<file path="src/sync_byte_baud_rate_hunter_core_assert.svh">
// assertion macros for the baud rate hunter
`ifndef SYNC_BYTE_BAUD_RATE_HUNTER_CORE_ASSERT_SVH
`define SYNC_BYTE_BAUD_RATE_HUNTER_CORE_ASSERT_SVH

// same-cycle implication, checked out of reset
`define SBBRH_ASSERT_NOW(label, ante, cons, msg) \
    label: assert property (@(posedge i_clk) disable iff (!i_rst_n) (ante) |-> (cons)) \
        else $error(msg);

// next-cycle implication, checked out of reset
`define SBBRH_ASSERT_NEXT(label, ante, cons, msg) \
    label: assert property (@(posedge i_clk) disable iff (!i_rst_n) (ante) |=> (cons)) \
        else $error(msg);

`endif

</file>
<file path="src/sbbrh_pkg.sv">
// types, codes and constants of the baud rate hunter
package sbbrh_pkg;

    // request codes
    localparam logic [1:0] REQ_BYTE    = 2'd0;
    localparam logic [1:0] REQ_VERDICT = 2'd1;
    localparam logic [1:0] REQ_RATE    = 2'd2;

    // hunt modes
    localparam logic [1:0] HUNT_OFF  = 2'd0;
    localparam logic [1:0] HUNT_LOW  = 2'd1;
    localparam logic [1:0] HUNT_HIGH = 2'd2;

    // divisor values for the known rates
    localparam logic [7:0] DIV_115K = 8'h0D;
    localparam logic [7:0] DIV_57K  = 8'h1A;
    localparam logic [7:0] DIV_38K  = 8'h27;
    localparam logic [7:0] DIV_19K  = 8'h4E;
    localparam logic [7:0] DIV_9K6  = 8'h9C;

    // sync bytes and their wrong-rate images
    localparam logic [7:0] SYNC_FF = 8'hFF;
    localparam logic [7:0] SYNC_55 = 8'h55;
    localparam logic [7:0] IMG_FE  = 8'hFE;
    localparam logic [7:0] IMG_FC  = 8'hFC;
    localparam logic [7:0] IMG_E0  = 8'hE0;

    localparam logic [2:0] BAD_LIMIT = 3'd6;

    // divider geometry: 24 MHz over 16 as the fixed dividend
    localparam int           RATE_W    = 22;
    localparam int           DIVIDEND_W = 21;
    localparam logic [DIVIDEND_W-1:0] CLK_OVER_16 = 21'd1500000;
    localparam int           STEP_W    = $clog2(DIVIDEND_W);

    typedef enum logic [0:0] {
        ST_IDLE,
        ST_DIV
    } t_state;

    typedef struct packed {
        logic [1:0]        req_type;
        logic [7:0]        rx_byte;
        logic              in_packet;
        logic [RATE_W-1:0] bit_rate;
    } t_in_item;

    typedef struct packed {
        logic       forward_valid;
        logic [7:0] forward_byte;
        logic       divisor_write;
        logic [7:0] divisor;
        logic [1:0] search_mode;
    } t_out_item;

    // divider control and status
    typedef struct packed {
        logic start;
    } t_div_ctl;

    typedef struct packed {
        logic busy;
        logic done;
    } t_div_stat;

endpackage

</file>
<file path="src/sbbrh_stream_if.sv">
// valid/ready stream channel carrying one payload beat
interface sbbrh_stream_if #(
    parameter type t_payload = logic
);
    logic     valid;
    logic     ready;
    t_payload payload;

    modport source (output valid, output payload, input ready);
    modport sink   (input valid, input payload, output ready);
endinterface

</file>
<file path="src/sbbrh_div.sv">
// restoring divider: fixed dividend over a rate, one quotient bit per cycle
module sbbrh_div (
    input  logic                              i_clk,
    input  logic                              i_rst_n,
    input  sbbrh_pkg::t_div_ctl               i_ctl,
    input  logic [sbbrh_pkg::RATE_W-1:0]      i_den,
    output sbbrh_pkg::t_div_stat              o_stat,
    output logic [7:0]                        o_quo
);
    logic [sbbrh_pkg::STEP_W-1:0]   r_step;
    logic                           r_busy;
    logic                           r_done;
    logic [sbbrh_pkg::RATE_W-1:0]   r_den;
    logic [sbbrh_pkg::RATE_W-1:0]   r_rem;
    logic [7:0]                     r_quo;

    logic [sbbrh_pkg::RATE_W:0]     trial;
    logic [sbbrh_pkg::RATE_W:0]     diff;
    logic                           qbit;

    // one trial subtract per cycle, dividend bits msb first
    always_comb begin
        trial = {r_rem, sbbrh_pkg::CLK_OVER_16[r_step]};
        diff  = trial - {1'b0, r_den};
        qbit  = (trial >= {1'b0, r_den});
    end

    // control
    always_ff @(posedge i_clk) begin
        if (!i_rst_n) begin
            r_busy <= 1'b0;
            r_done <= 1'b0;
            r_step <= '0;
        end else begin
            r_done <= 1'b0;
            if (i_ctl.start) begin
                r_busy <= 1'b1;
                r_step <= sbbrh_pkg::STEP_W'(sbbrh_pkg::DIVIDEND_W - 1);
            end else if (r_busy) begin
                r_step <= r_step - 1'b1;
                if (r_step == '0) begin
                    r_busy <= 1'b0;
                    r_done <= 1'b1;
                end
            end
        end
    end

    // datapath, only the low quotient byte is kept
    always_ff @(posedge i_clk) begin
        if (i_ctl.start) begin
            r_den <= i_den;
            r_rem <= '0;
            r_quo <= '0;
        end else if (r_busy) begin
            r_rem <= qbit ? diff[sbbrh_pkg::RATE_W-1:0] : trial[sbbrh_pkg::RATE_W-1:0];
            r_quo <= {r_quo[6:0], qbit};
        end
    end

    assign o_stat.busy = r_busy;
    assign o_stat.done = r_done;
    assign o_quo       = r_quo;
endmodule

</file>
<file path="src/sync_byte_baud_rate_hunter_core.sv">
// top level of the sync byte baud rate hunter
//
//  channel | dir | payload     | beat rule
//  i_in    | in  | t_in_item   | valid && ready at rising edge
//  o_out   | out | t_out_item  | valid && ready at rising edge, one per input beat
//
// byte and verdict beats are registered as they are taken; set-rate beats with a
// nonzero rate go through start, 21 steps of the shared restoring divider and load.
// one beat is in work at a time; a result waits in the output register and
// the next beat is taken when that register is empty or drains the same cycle.
// synchronous active-low reset: high-speed hunt, divisor 13, packet start expected.
`include "sync_byte_baud_rate_hunter_core_assert.svh"

module sync_byte_baud_rate_hunter_core (
    input  logic                 i_clk,
    input  logic                 i_rst_n,
    sbbrh_stream_if.sink         i_in,
    sbbrh_stream_if.source       o_out
);
    sbbrh_pkg::t_state    r_state, n_state;
    logic [1:0]           r_hunt_mode, n_hunt_mode;
    logic [2:0]           r_bad_count, n_bad_count;
    logic                 r_pkt_next, n_pkt_next;
    logic [7:0]           r_divisor, n_divisor;
    logic                 r_out_valid;
    sbbrh_pkg::t_out_item r_out;

    sbbrh_pkg::t_in_item  item;
    sbbrh_pkg::t_out_item item_res;
    logic                 need_div;
    logic                 in_ready;
    logic                 in_fire;
    logic                 low;
    logic [2:0]           bad_inc;

    sbbrh_pkg::t_div_ctl  div_ctl;
    sbbrh_pkg::t_div_stat div_stat;
    logic [7:0]           div_quo;

    assign item    = i_in.payload;
    assign in_fire = i_in.valid && in_ready;

    // shared divider
    sbbrh_div u_div (
        .i_clk   (i_clk),
        .i_rst_n (i_rst_n),
        .i_ctl   (div_ctl),
        .i_den   (item.bit_rate),
        .o_stat  (div_stat),
        .o_quo   (div_quo)
    );

    // item evaluation against the current hunt state
    always_comb begin
        n_hunt_mode = r_hunt_mode;
        n_bad_count = r_bad_count;
        n_pkt_next  = r_pkt_next;
        n_divisor   = r_divisor;
        need_div    = 1'b0;
        item_res    = '0;
        low         = (r_hunt_mode == sbbrh_pkg::HUNT_LOW);
        bad_inc     = r_bad_count + 3'd1;
        unique case (item.req_type)
            sbbrh_pkg::REQ_BYTE: begin
                item_res.forward_valid = 1'b1;
                item_res.forward_byte  = item.rx_byte;
                if (r_pkt_next && (r_hunt_mode != sbbrh_pkg::HUNT_OFF)) begin
                    priority if ((item.rx_byte == sbbrh_pkg::SYNC_FF) ||
                                 (item.rx_byte == sbbrh_pkg::SYNC_55)) begin
                        item_res.forward_byte = item.rx_byte;
                    end else if (!low && (item.rx_byte == sbbrh_pkg::IMG_FE)) begin
                        n_divisor              = sbbrh_pkg::DIV_57K;
                        item_res.divisor_write = 1'b1;
                        item_res.forward_byte  = sbbrh_pkg::SYNC_FF;
                    end else if (item.rx_byte == sbbrh_pkg::IMG_FC) begin
                        n_divisor = low ? sbbrh_pkg::DIV_19K : sbbrh_pkg::DIV_38K;
                        item_res.divisor_write = 1'b1;
                        item_res.forward_byte  = sbbrh_pkg::SYNC_FF;
                    end else if (item.rx_byte == sbbrh_pkg::IMG_E0) begin
                        n_divisor = low ? sbbrh_pkg::DIV_9K6 : sbbrh_pkg::DIV_19K;
                        item_res.divisor_write = 1'b1;
                        item_res.forward_byte  = sbbrh_pkg::SYNC_FF;
                    end else begin
                        // bad byte: drop, count, maybe swap hunt speed
                        item_res.forward_valid = 1'b0;
                        item_res.forward_byte  = '0;
                        item_res.divisor_write = 1'b1;
                        if (bad_inc >= sbbrh_pkg::BAD_LIMIT) begin
                            n_bad_count = '0;
                            n_hunt_mode = low ? sbbrh_pkg::HUNT_HIGH : sbbrh_pkg::HUNT_LOW;
                            n_divisor   = low ? sbbrh_pkg::DIV_115K : sbbrh_pkg::DIV_57K;
                        end else begin
                            n_bad_count = bad_inc;
                            n_divisor   = low ? sbbrh_pkg::DIV_57K : sbbrh_pkg::DIV_115K;
                        end
                    end
                end
            end
            sbbrh_pkg::REQ_VERDICT: begin
                if (r_pkt_next && !item.in_packet) begin
                    n_hunt_mode = sbbrh_pkg::HUNT_OFF;
                end
                n_pkt_next = item.in_packet;
            end
            sbbrh_pkg::REQ_RATE: begin
                item_res.divisor_write = 1'b1;
                if (item.bit_rate == '0) begin
                    n_hunt_mode = sbbrh_pkg::HUNT_HIGH;
                    n_divisor   = sbbrh_pkg::DIV_115K;
                end else begin
                    n_hunt_mode = sbbrh_pkg::HUNT_OFF;
                    need_div    = 1'b1;
                end
            end
            default: begin
                item_res = '0;
            end
        endcase
        item_res.divisor     = n_divisor;
        item_res.search_mode = n_hunt_mode;
    end

    // sequencer next state
    always_comb begin
        n_state = r_state;
        unique case (r_state)
            sbbrh_pkg::ST_IDLE: if (in_fire && need_div) n_state = sbbrh_pkg::ST_DIV;
            sbbrh_pkg::ST_DIV:  if (div_stat.done) n_state = sbbrh_pkg::ST_IDLE;
            default:            n_state = sbbrh_pkg::ST_IDLE;
        endcase
    end

    // sequencer outputs
    always_comb begin
        in_ready      = 1'b0;
        div_ctl.start = 1'b0;
        unique case (r_state)
            sbbrh_pkg::ST_IDLE: begin
                in_ready      = !r_out_valid || o_out.ready;
                div_ctl.start = in_fire && need_div;
            end
            sbbrh_pkg::ST_DIV: begin
                in_ready = 1'b0;
            end
            default: begin
                in_ready = 1'b0;
            end
        endcase
    end

    // control and hunt state
    always_ff @(posedge i_clk) begin
        if (!i_rst_n) begin
            r_state     <= sbbrh_pkg::ST_IDLE;
            r_hunt_mode <= sbbrh_pkg::HUNT_HIGH;
            r_bad_count <= '0;
            r_pkt_next  <= 1'b1;
            r_divisor   <= sbbrh_pkg::DIV_115K;
            r_out_valid <= 1'b0;
        end else begin
            r_state <= n_state;
            if (in_fire) begin
                r_hunt_mode <= n_hunt_mode;
                r_bad_count <= n_bad_count;
                r_pkt_next  <= n_pkt_next;
                r_divisor   <= n_divisor;
            end else if (div_stat.done) begin
                r_divisor <= div_quo;
            end
            if ((in_fire && !need_div) || div_stat.done) begin
                r_out_valid <= 1'b1;
            end else if (o_out.ready) begin
                r_out_valid <= 1'b0;
            end
        end
    end

    // result register
    always_ff @(posedge i_clk) begin
        if (in_fire && !need_div) begin
            r_out <= item_res;
        end else if (div_stat.done) begin
            r_out.forward_valid <= 1'b0;
            r_out.forward_byte  <= '0;
            r_out.divisor_write <= 1'b1;
            r_out.divisor       <= div_quo;
            r_out.search_mode   <= r_hunt_mode;
        end
    end

    assign i_in.ready    = in_ready;
    assign o_out.valid   = r_out_valid;
    assign o_out.payload = r_out;

    // checks
    `SBBRH_ASSERT_NOW(a_no_take_in_div, r_state == sbbrh_pkg::ST_DIV, !in_ready, "beat taken during divide")
    `SBBRH_ASSERT_NOW(a_done_in_div, div_stat.done, r_state == sbbrh_pkg::ST_DIV, "divider done outside divide")
    `SBBRH_ASSERT_NOW(a_bad_count_range, 1'b1, r_bad_count < sbbrh_pkg::BAD_LIMIT, "bad count past limit")
    `SBBRH_ASSERT_NEXT(a_rate_starts_div, in_fire && need_div, div_stat.busy && !r_out_valid, "set-rate did not start divider")
endmodule

</file>
<file path="src/flat_wrapper.sv">
// flat-port wrapper written by rule: the top's interface ports become plain ports
module sync_byte_baud_rate_hunter_core_flat import sbbrh_pkg::*;
  (i_clk, i_rst_n, i_in_valid, i_in_payload, i_in_ready, o_out_valid, o_out_payload, o_out_ready);
  sbbrh_stream_if #(.t_payload(t_in_item)) i_in_i ();
  sbbrh_stream_if #(.t_payload(t_out_item)) o_out_i ();
  input  logic i_clk;
  input  logic i_rst_n;
  input wire logic [$bits(i_in_i.valid)-1:0] i_in_valid;
  input wire logic [$bits(i_in_i.payload)-1:0] i_in_payload;
  output wire logic [$bits(i_in_i.ready)-1:0] i_in_ready;
  output wire logic [$bits(o_out_i.valid)-1:0] o_out_valid;
  output wire logic [$bits(o_out_i.payload)-1:0] o_out_payload;
  input wire logic [$bits(o_out_i.ready)-1:0] o_out_ready;
  assign i_in_i.valid = i_in_valid;
  assign i_in_i.payload = i_in_payload;
  assign i_in_ready = i_in_i.ready;
  assign o_out_valid = o_out_i.valid;
  assign o_out_payload = o_out_i.payload;
  assign o_out_i.ready = o_out_ready;
  sync_byte_baud_rate_hunter_core u_core (.i_clk(i_clk), .i_rst_n(i_rst_n), .i_in(i_in_i), .o_out(o_out_i));
endmodule
</file>
<file path="config.mk">
export PLATFORM = sky130hd
export DESIGN_NAME = sync_byte_baud_rate_hunter_core_flat
export DESIGN_NICKNAME = d
export VERILOG_FILES = /design/src/sbbrh_pkg.sv /design/src/sbbrh_stream_if.sv /design/src/sbbrh_div.sv /design/src/sync_byte_baud_rate_hunter_core.sv /design/src/flat_wrapper.sv
export VERILOG_INCLUDE_DIRS = /design/src /design/src/src
export SDC_FILE = /design/constraint.sdc
export NUM_CORES = 1
export LEC_CHECK = 0
export BUFFER_PORTS_ARGS = -buffer_cell sky130_fd_sc_hd__buf_2
export CAP_MARGIN = 20
export CORE_MARGIN = 10
export CORE_UTILIZATION = 25
export DETAILED_ROUTE_END_ITERATION = 10
export PLACE_DENSITY = 0.45
export SYNTH_ARGS = -nofsm -noshare
export SYNTH_HDL_FRONTEND = slang
export SYNTH_HIERARCHICAL = 1
export SYNTH_SLANG_ARGS = --single-unit
export TNS_END_PERCENT = 20
</file>
<file path="constraint.sdc">
create_clock -name i_clk -period 3.2 [get_ports i_clk]
set_input_delay 0.32 -clock i_clk [delete_from_list [all_inputs] [get_ports i_clk]]
set_output_delay 0.32 -clock i_clk [all_outputs]
set_load 0.005 [all_outputs]
</file>
-- Word-level counts from Yosys, hierarchy flattened
Memory sizes are Yosys's and may differ from the RTL's.
Cells that the tools add are included.
- equality and inequality tests: 8
- shift operators: 0
- muxes and demuxes: 56
- order comparisons: 3
- reductions and logical operators: 25
- bitwise operators: 7
- add/subtract/negate cells: 3
- div/mod/pow operators: 0
- multipliers: 0
- operators by type and width (cell ; count):
    $mux W8 ; 11
    $mux W20 ; 2
    $mux W9 ; 4
    $eq A8 B8 Y1 const B ; 4
    $ge A23 B22 Y1 ; 1
    $logic_not A22 Y1 ; 1
    $mux W22 ; 1
    $sub A22 B22 Y22 ; 1
    $mux W5 ; 4
    $mux W2 ; 9
    $mux W1 ; 17
    $pmux W8 S2 ; 1
    $mux W10 ; 1
    $reduce_bool A2 Y1 ; 5
    $eq A8 B7 Y1 const B ; 1
    $mux W7 ; 1
    $not A1 Y1 ; 7
    $reduce_and A7 Y1 ; 1
    $logic_and A1 B1 Y1 ; 6
    $lt A5 B6 Y1 const B ; 1
    $pmux W1 S2 ; 3
    $pmux W2 S3 ; 1
    $logic_not A5 Y1 ; 1
    $sub A5 B1 Y5 const B ; 1
    11 further kinds ; 17
- bits in read-only memories: 32
- bits in latches: 0
- bits of input ports: 37
- register bits after elaboration: 95
- output and inout bits: 22
- RAM bits: 0
- word-level logic and storage cells: 121
- memories: 1
- memories (name ; words ; width ; rd ports ; clocked after memory_dff ; wr ports ; RTL line ; text):
    (no name shown) ; 32 ; 1 ; 1 ; 0 ; 0 ; sbbrh_div.sv:23 ; trial = {r_rem, sbbrh_pkg::CLK_OVER_16[r_step]};

-- Depth between registers and ports, before layout
Gate-level depths: netlist of the first run.
- depth in word-level cells: 10
- mapped depth: 15
- gate-level depth less buffers: 14

-- Hierarchy
The synthesis of the first run kept the hierarchy.
- by module, submodules not included (module ; area an instance (µm²) ; seq. area each (µm²) ; cells an instance ; instances):
    sbbrh_div ; 3612.2 ; 1401.3 ; 400 ; 1
    sync_byte_baud_rate_hunter_core ; 2169.6 ; 920.9 ; 233 ; 1

-- Worst setup path after synthesis of the first run
Ideal clock, no wire load.
- kind: register -> register
- start point: register u_core/u_div/r_step[0] (netlist bit)
- end point: register u_core/u_div/r_rem[20] (netlist bit)
- stages on the path, launching flop included: 15
- period minus slack after synthesis: 3.183 ns
- arrival: 3.097 ns
- required time: 3.114 ns
- library setup time: 0.086 ns
- setup slack: 0.017 ns
- buffers on the path: 0
- cell sequence: dfxtp_1 inv_1 ha_1 nand2_1 o21ai_0 a21oi_1 ha_1 fa_1 nand2b_1 a211oi_2 o41ai_2 a2111oi_2 o2111ai_1 mux2_2 a221oi_2
- cells in the longest elaborated chain, start to end: 4
- elaborated cells between the ends (all ways): 5
- classes of those cells: 1 x add/sub; 1 x order compare; 2 x mux; 1 x memory
- ends and longest elaborated chain (element ; RTL line ; text):
    from (decl) ; sbbrh_div.sv:10 ; logic [sbbrh_pkg::STEP_W-1:0] r_step;
    from (signal assigned) ; sbbrh_div.sv:38 ; r_step <= sbbrh_pkg::STEP_W'(sbbrh_pkg::DIVIDEND_W - 1);
    from (signal assigned) ; sbbrh_div.sv:40 ; r_step <= r_step - 1'b1;
    $mem_v2 Z32 W1 * ; n/a ;
    $mux W1 (not written as such) * ; sbbrh_div.sv:23 ;
    $sub A22 B22 Y22 / $ge A23 B22 Y1 (equally long branches) ; sbbrh_div.sv:24, sbbrh_div.sv:25 ;
    $mux W22 * ; sbbrh_div.sv:56 ; r_rem <= qbit ? diff[sbbrh_pkg::RATE_W-1:0] : trial[sbbrh_pkg::RATE_W-1:0];
    to (signal assigned) ; sbbrh_div.sv:56 ;
    to (decl) ; sbbrh_div.sv:14 ; logic [sbbrh_pkg::RATE_W-1:0] r_rem;
Mark *: on every way between the ends. The rest lies on a longest branch, timed or not. The select of a mux whose other input is x is not followed.
A chain may end at the register's enable or synchronous reset.

-- Worst setup path after layout of the first run
- start point: register u_core/u_div/r_step[1] (netlist bit)
- end point: register u_core/u_div/r_rem[18] (netlist bit)
The elaborated chain is that of the path after synthesis.

==> results.toml, run 1 <==
[outcome]
status = "finished, violations left"
violations = "setup timing"

[hold_path]
min_path_type = "in -> reg"
hold_depth = 1
min_from = "i_in_payload[9]"
holdPathEnd = "u_core/u_div/r_den[9]"

[sta]
finClkSkew_ns = 0.00884
fin_ws_ns = -0.101
hold_viol = 0
post-route-min-period_ns = 3.30
tightest_slew_ns = 0.915
fmax_mhz = 303
drv_slew = 0
setup_viol = 3
final.setup.tns_ns = -0.163
slew_headroom_pct = 38.9
grt_setup_unrepaired = "true"
finalCritPeriodShare_pct = 103

[cts]
htree_levels = 3
clock-sinks = 95
cts-root-buf = "clkbuf_16"
cts_buffer_depth = 2
clk_pin_slew_worst_paths_ns = 0.07
cts_tree = "done"
cts_buffers = 9
worstSkewPairLatency_ns = 0.35
holdBufCountCts = 0

[critical_path]
reg2reg_from = "u_core/u_div/r_step[1]"
cp_top_family = "compound AO/OA/AOI/OAI gates"
cp.arrival_ns = 3.57
worstReg2RegEnd = "u_core/u_div/r_rem[18]"
crit_top_cell = "a211oi_4"
critPathSlowestCell = "fa_2"
r2r_cells = 15
start_kind = "register"
critPathKind = "reg -> reg"
slowest_delay_ns = 0.36
cp_cell_sequence = "inv_2 -> ha_4 -> nand2_2 -> o21ai_2 -> a21oi_2 -> ha_2 -> fa_2 -> nand2b_4 -> a211oi_4 -> o41ai_4 -> buf_4 -> a211oi_4 -> o31ai_2 -> mux2_4 -> a221oi_2"
regToRegSetupSlack_ns = -0.10
crit_buf_inv = 2
end_kind = "register"
crit_fanout = 3
worstPathRequired_ns = 3.47

[detailed_routing]
drt_iter0_drc = 230
ant_nets = 0
drtPass1Iterations = 4
vias_per_cell = 4.99
post_drt_wl_per_cell_um = 16.2
drc = 0
finalWirelength_mm = 16.1
vias = 4956

[placement]
gp_congestion = 0.817
place.port_buffers = 58
dp_hpwl_mm = 11.9
dp.cells = 972
pre_cts_ws_ns = -0.291

[power]
p_int_uw = 2660
clkPwrFrac_pct = 26.0
leakagePower_uw = 0.00264
pwr-share-seq_pct = 36.4
vdd_ir_drop_max_mv = 0.334
p_sw_share_pct = 36.6
p_sw_uw = 1540
p_per_area_nw_per_um2 = 605
p_comb_share_pct = 37.6
total_power_uw = 4200

[global_route]
grt_pass1_vias = 4838
grt_pass1_wl_mm = 25.9
track_usage_pct = 11.0
antenna_found_initial = 1
grt_max_degree = 35
grt_overflow = 0

[floorplanning]
die_h_um = 172
start_util_pct = 25.4
dieArea_sq_um = 29600
io_pins = 59
die_x_um = 172
core_region_area_sq_um = 22700
rows = 55

[synth]
syn_nets = 696
syn_inst = 632
netlist_area_sq_um = 5770
yosys_warnings = 6
syn_area_per_cell_sq_um = 9.14

[layout]
final_util_pct = 30.6
fin_cells = 993
area_growth_pct = 20.3
final_layout_size_suffix_gt1_share_pct = 22.9
fillerInstances = 2401
final_nets = 766

[run]
max_cap_violations = 0
[state kept, by name (all words and copies together), names as in the netlist]
signal,cells
u_core/u_div/r_den,22
u_core/u_div/r_rem,22
u_core/o_out.payload,20
u_core/r_divisor,8
u_core/u_div/o_quo,8
u_core/u_div/r_step,5
u_core/r_bad_count,3
u_core/r_hunt_mode,2
u_core/o_out.valid,1
u_core/r_pkt_next,1
u_core/r_state,1
u_core/u_div/r_busy,1
u_core/u_div/r_done,1
[worst max-delay path by stage]
| stage | from | to | slack, ns | cells past startpoint |
|---|---|---|---|---|
| 6_report | u_core/u_div/r_step[1] | u_core/u_div/r_rem[18] | -0.10 | 15 |
| 5_1_grt | u_core/u_div/r_step[1] | u_core/u_div/r_rem[18] | -0.22 | 15 |
| 4_1_cts | u_core/u_div/r_step[1] | u_core/u_div/r_rem[20] | -0.12 | 14 |
| 3_5_place_dp | u_core/u_div/r_step[0] | u_core/u_div/r_rem[18] | -0.29 | 15 |
| 3_3_place_gp | u_core/u_div/r_step[0] | u_core/u_div/r_rem[20] | -0.18 | 14 |
| 2_1_floorplan | u_core/u_div/r_step[0] | u_core/u_div/r_rem[20] | 0.02 | 14 |
[what timing repair did]
item                                    4_1_cts  5_1_grt
endpoints found under the setup margin        4       19
resized for setup                            12       14
hold endpoints to repair                      0        0
buffers inserted                              2        2
pin swaps                                     7       13
cloned                                        0        0
[area by class of cell]
cell class                 instances  area, sq um  area share (%)
multi-input combinational        473         3310            47.7
sequential                        95         2330            33.5
timing repair buffer              88          515            7.42
tap                              285          357            5.13
clock buffer                      10          250            3.60
inverter                          35          131            1.89
clock inverter                     6         51.3           0.738
antenna                            1         2.50          0.0360
[power groups by stage]
stage | Sequential (uW) | Combinational (uW) | Clock [uW]
after floorplan | 1520 | 1100 | 0
after detailed placement | 1560 | 1480 | 0
final | 1530 | 1580 | 1090
after global placement | 1560 | 1500 | 0
after CTS | 1530 | 1510 | 1130
after global routing | 1550 | 1760 | 1180
[per-stage QoR]
stage / hold WS, ns / area, sq um
6_report: 0.161 / 6950
5_1_grt: 0.147 / 6940
4_1_cts: 0.145 / 6850
3_5_place_dp: 0.474 / 6490
3_3_place_gp: 0.474 / 6490
2_1_floorplan: 0.419 / 5770
[layout by cell type (no fill, tap or decap), types with 6 or more instances in the layout]
cell,instances
a211oi_1,8
a21o_1,7
a21oi_1,40
a311oi_1,13
a31oi_1,6
and2_1,7
buf_2,58
buf_4,30
clkbuf_16,10
dfxtp_1,50
edfxtp_1,42
ha_1,24
inv_1,33
mux2_2,6
mux2i_1,13
nand2_1,61
nand2b_1,8
nand3_1,15
nor2_1,61
nor2b_1,11
nor3_1,17
o211ai_1,10
o21a_1,16
o21ai_0,21
xnor2_1,13
[routing by layer]
layer,global-route usage [%],share of wire [%],up-vias
met5,0,0,-
met4,4.57,1.8,0
met3,2.30,3.6,16
met2,15.6,43,75
met1,15.6,52,2378
li1,-,-,2487
(Power assumes the default switching activity.)
==> inputs of run 2 (changes only) <==
--- a/config.mk
+++ b/config.mk
@@ -6,6 +6,7 @@
 export SDC_FILE = /design/constraint.sdc
 export NUM_CORES = 1
 export LEC_CHECK = 0
+export ABC_AREA = 1
 export BUFFER_PORTS_ARGS = -buffer_cell sky130_fd_sc_hd__buf_2
 export CAP_MARGIN = 20
 export CORE_MARGIN = 10
==> results.toml, run 2 <==
[outcome]
status = "finished, final reports clean"

[critical_path]
end_kind = "register"
worstPathRequired_ns = 3.46
crit_end = "u_core/u_div/r_rem[12]"
worstReg2RegEnd = "u_core/u_div/r_rem[12]"
crit_top_cell = "nand2_1"
regToRegSetupSlack_ns = 0.33
slowest_delay_ns = 0.36
cp.arrival_ns = 3.13
cp_cell_sequence = "inv_1 -> ha_1 -> a21oi_1 -> o21ai_0 -> inv_1 -> ha_1 -> inv_1 -> nand2_1 -> nand2_1 -> nand3_1 -> nand2_1 -> nand2_1 -> nand2_2 -> nand2_4 -> nand2_4 -> inv_2 -> nand2_1 -> nand3_1 -> nand2_1 -> inv_1"
reg2reg_from = "u_core/u_div/r_step[0]"
critPathKind = "reg -> reg"
critPathSlowestCell = "nand2_4"
r2r_cells = 20
cp-startpoint = "u_core/u_div/r_step[0]"
start_kind = "register"
crit_fanout = 28

[run]
max_cap_violations = 0

[placement]
gp_congestion = 0.819
dp_hpwl_mm = 13.7
pre_cts_ws_ns = 0.330
dp.cells = 1273
place.port_buffers = 58

[detailed_routing]
vias = 5638
drtPass1Iterations = 4
post_drt_wl_per_cell_um = 13.9
drt_iter0_drc = 284
vias_per_cell = 4.37
ant_nets = 0
drc = 0
finalWirelength_mm = 17.9

[cts]
cts-root-buf = "clkbuf_16"
cts_buffer_depth = 2
post_cts_buffers = 0
cts_tree = "done"
htree_levels = 3
ctsResizeCount = 0
cts_buffers = 9
clk_pin_slew_worst_paths_ns = 0.08
holdBufCountCts = 0
clock-sinks = 95
worstSkewPairLatency_ns = 0.36

[power]
vdd_ir_drop_max_mv = 0.243
pwr-share-seq_pct = 35.4
p_per_area_nw_per_um2 = 616
p_sw_share_pct = 41.4
p_int_uw = 2600
clkPwrFrac_pct = 24.6
p_comb_share_pct = 40.0
p_sw_uw = 1830
leakagePower_uw = 0.00351

[layout]
final_layout_size_suffix_gt1_share_pct = 14.1
regArea_sq_um = 2320
area_growth_pct = 14.4
layout_commonest_cell = "nand2_1"
diodes = 0
fin_cells = 1289
fillerInstances = 2782
final_util_pct = 29.3
final_nets = 1024
mostFrequentLayoutCells = "nand2_1, inv_1, nor2_1"
multi_input_area_sq_um = 3260

[global_route]
grt_max_degree = 47
grt_pass1_wl_mm = 28.8
antenna_found_initial = 0
grt_overflow = 0
track_usage_pct = 11.4
grt_pass1_vias = 5535

[synth]
syn_nets = 968
syn_inst = 904
syn_area_per_cell_sq_um = 6.95
netlist_area_sq_um = 6290
yosys_warnings = 6

[sta]
grt_setup_unrepaired = "false"
final.setup.tns_ns = 0
hold_viol = 0
fin_hold_ws_ns = 0.154
drv_slew = 0
finClkSkew_ns = 0.0130
slew_headroom_pct = 59.7
fin_ws_ns = 0.327
setup_viol = 0
post-route-min-period_ns = 2.87
finalCritPeriodShare_pct = 89.8
fmax_mhz = 348
tightest_slew_ns = 0.604

[hold_path]
min_path_type = "in -> reg"

[floorplanning]
rows = 57
dieArea_sq_um = 31900
die_h_um = 179
die_x_um = 179
io_pins = 59
start_util_pct = 25.6
core_region_area_sq_um = 24500
[run 2: worst max-delay path, delay by kind of cell (launching register included)]
kind / cells / cell delay (ns)
adder cells (fa/ha/maj): 2 / 0.52
AO/OA/AOI/OAI: 2 / 0.22
flip-flops: 1 / 0.32
buffers and inverters: 5 / 0.42
AND/OR/NAND/NOR: 11 / 1.29
[run 2: how the worst min path moves through the flow]
stage | from | endpoint | slack [ns] | cells after the start
floorplan | i_rst_n | u_core/r_divisor[2] | 0.40 | 1
global placement | u_core/u_div/r_step[0] | u_core/u_div/r_step[0] | 0.45 | 2
detailed placement | u_core/u_div/r_step[0] | u_core/u_div/r_step[0] | 0.46 | 2
CTS | i_in_payload[15] | u_core/u_div/r_den[15] | 0.13 | 1
global route | i_in_payload[14] | u_core/u_div/r_den[14] | 0.14 | 1
finish | i_in_payload[15] | u_core/u_div/r_den[15] | 0.15 | 1
[run 2: area by class of cell]
| cell class | count | share of cell area (%) |
|---|---|---|
| multi-input cells | 635 | 45.4 |
| flip-flops and latches | 95 | 32.3 |
| clock buffers | 9 | 3.13 |
| clock inverters | 7 | 0.853 |
| inverters | 156 | 8.15 |
| repair buffers | 63 | 4.56 |
| well taps | 324 | 5.64 |
[run 2: power by group through the flow]
stage	sequential [uW]	clock [uW]	combinational, uW
2_1_floorplan	1560	0	1380
3_3_place_gp	1600	0	1780
3_5_place_dp	1600	0	1770
4_1_cts	1570	1130	1780
5_1_grt	1590	1170	2020
6_report	1570	1090	1770
[run 2: per-layer routing]
metal | part of all wire, % | vias to the layer above | GRT usage, %
li1 | - | 2983 | -
met1 | 50 | 2559 | 15.6
met2 | 45 | 81 | 18.3
met3 | 3.1 | 15 | 1.33
met4 | 1.3 | 0 | 3.72
met5 | 0 | - | 0
[run 2: per-stage QoR]
step,total power [uW],instance area (sq um)
5_1_grt,4780,7190
2_1_floorplan,2930,6290
4_1_cts,4490,7190
3_5_place_dp,3370,6900
6_report,4430,7190
3_3_place_gp,3380,6900
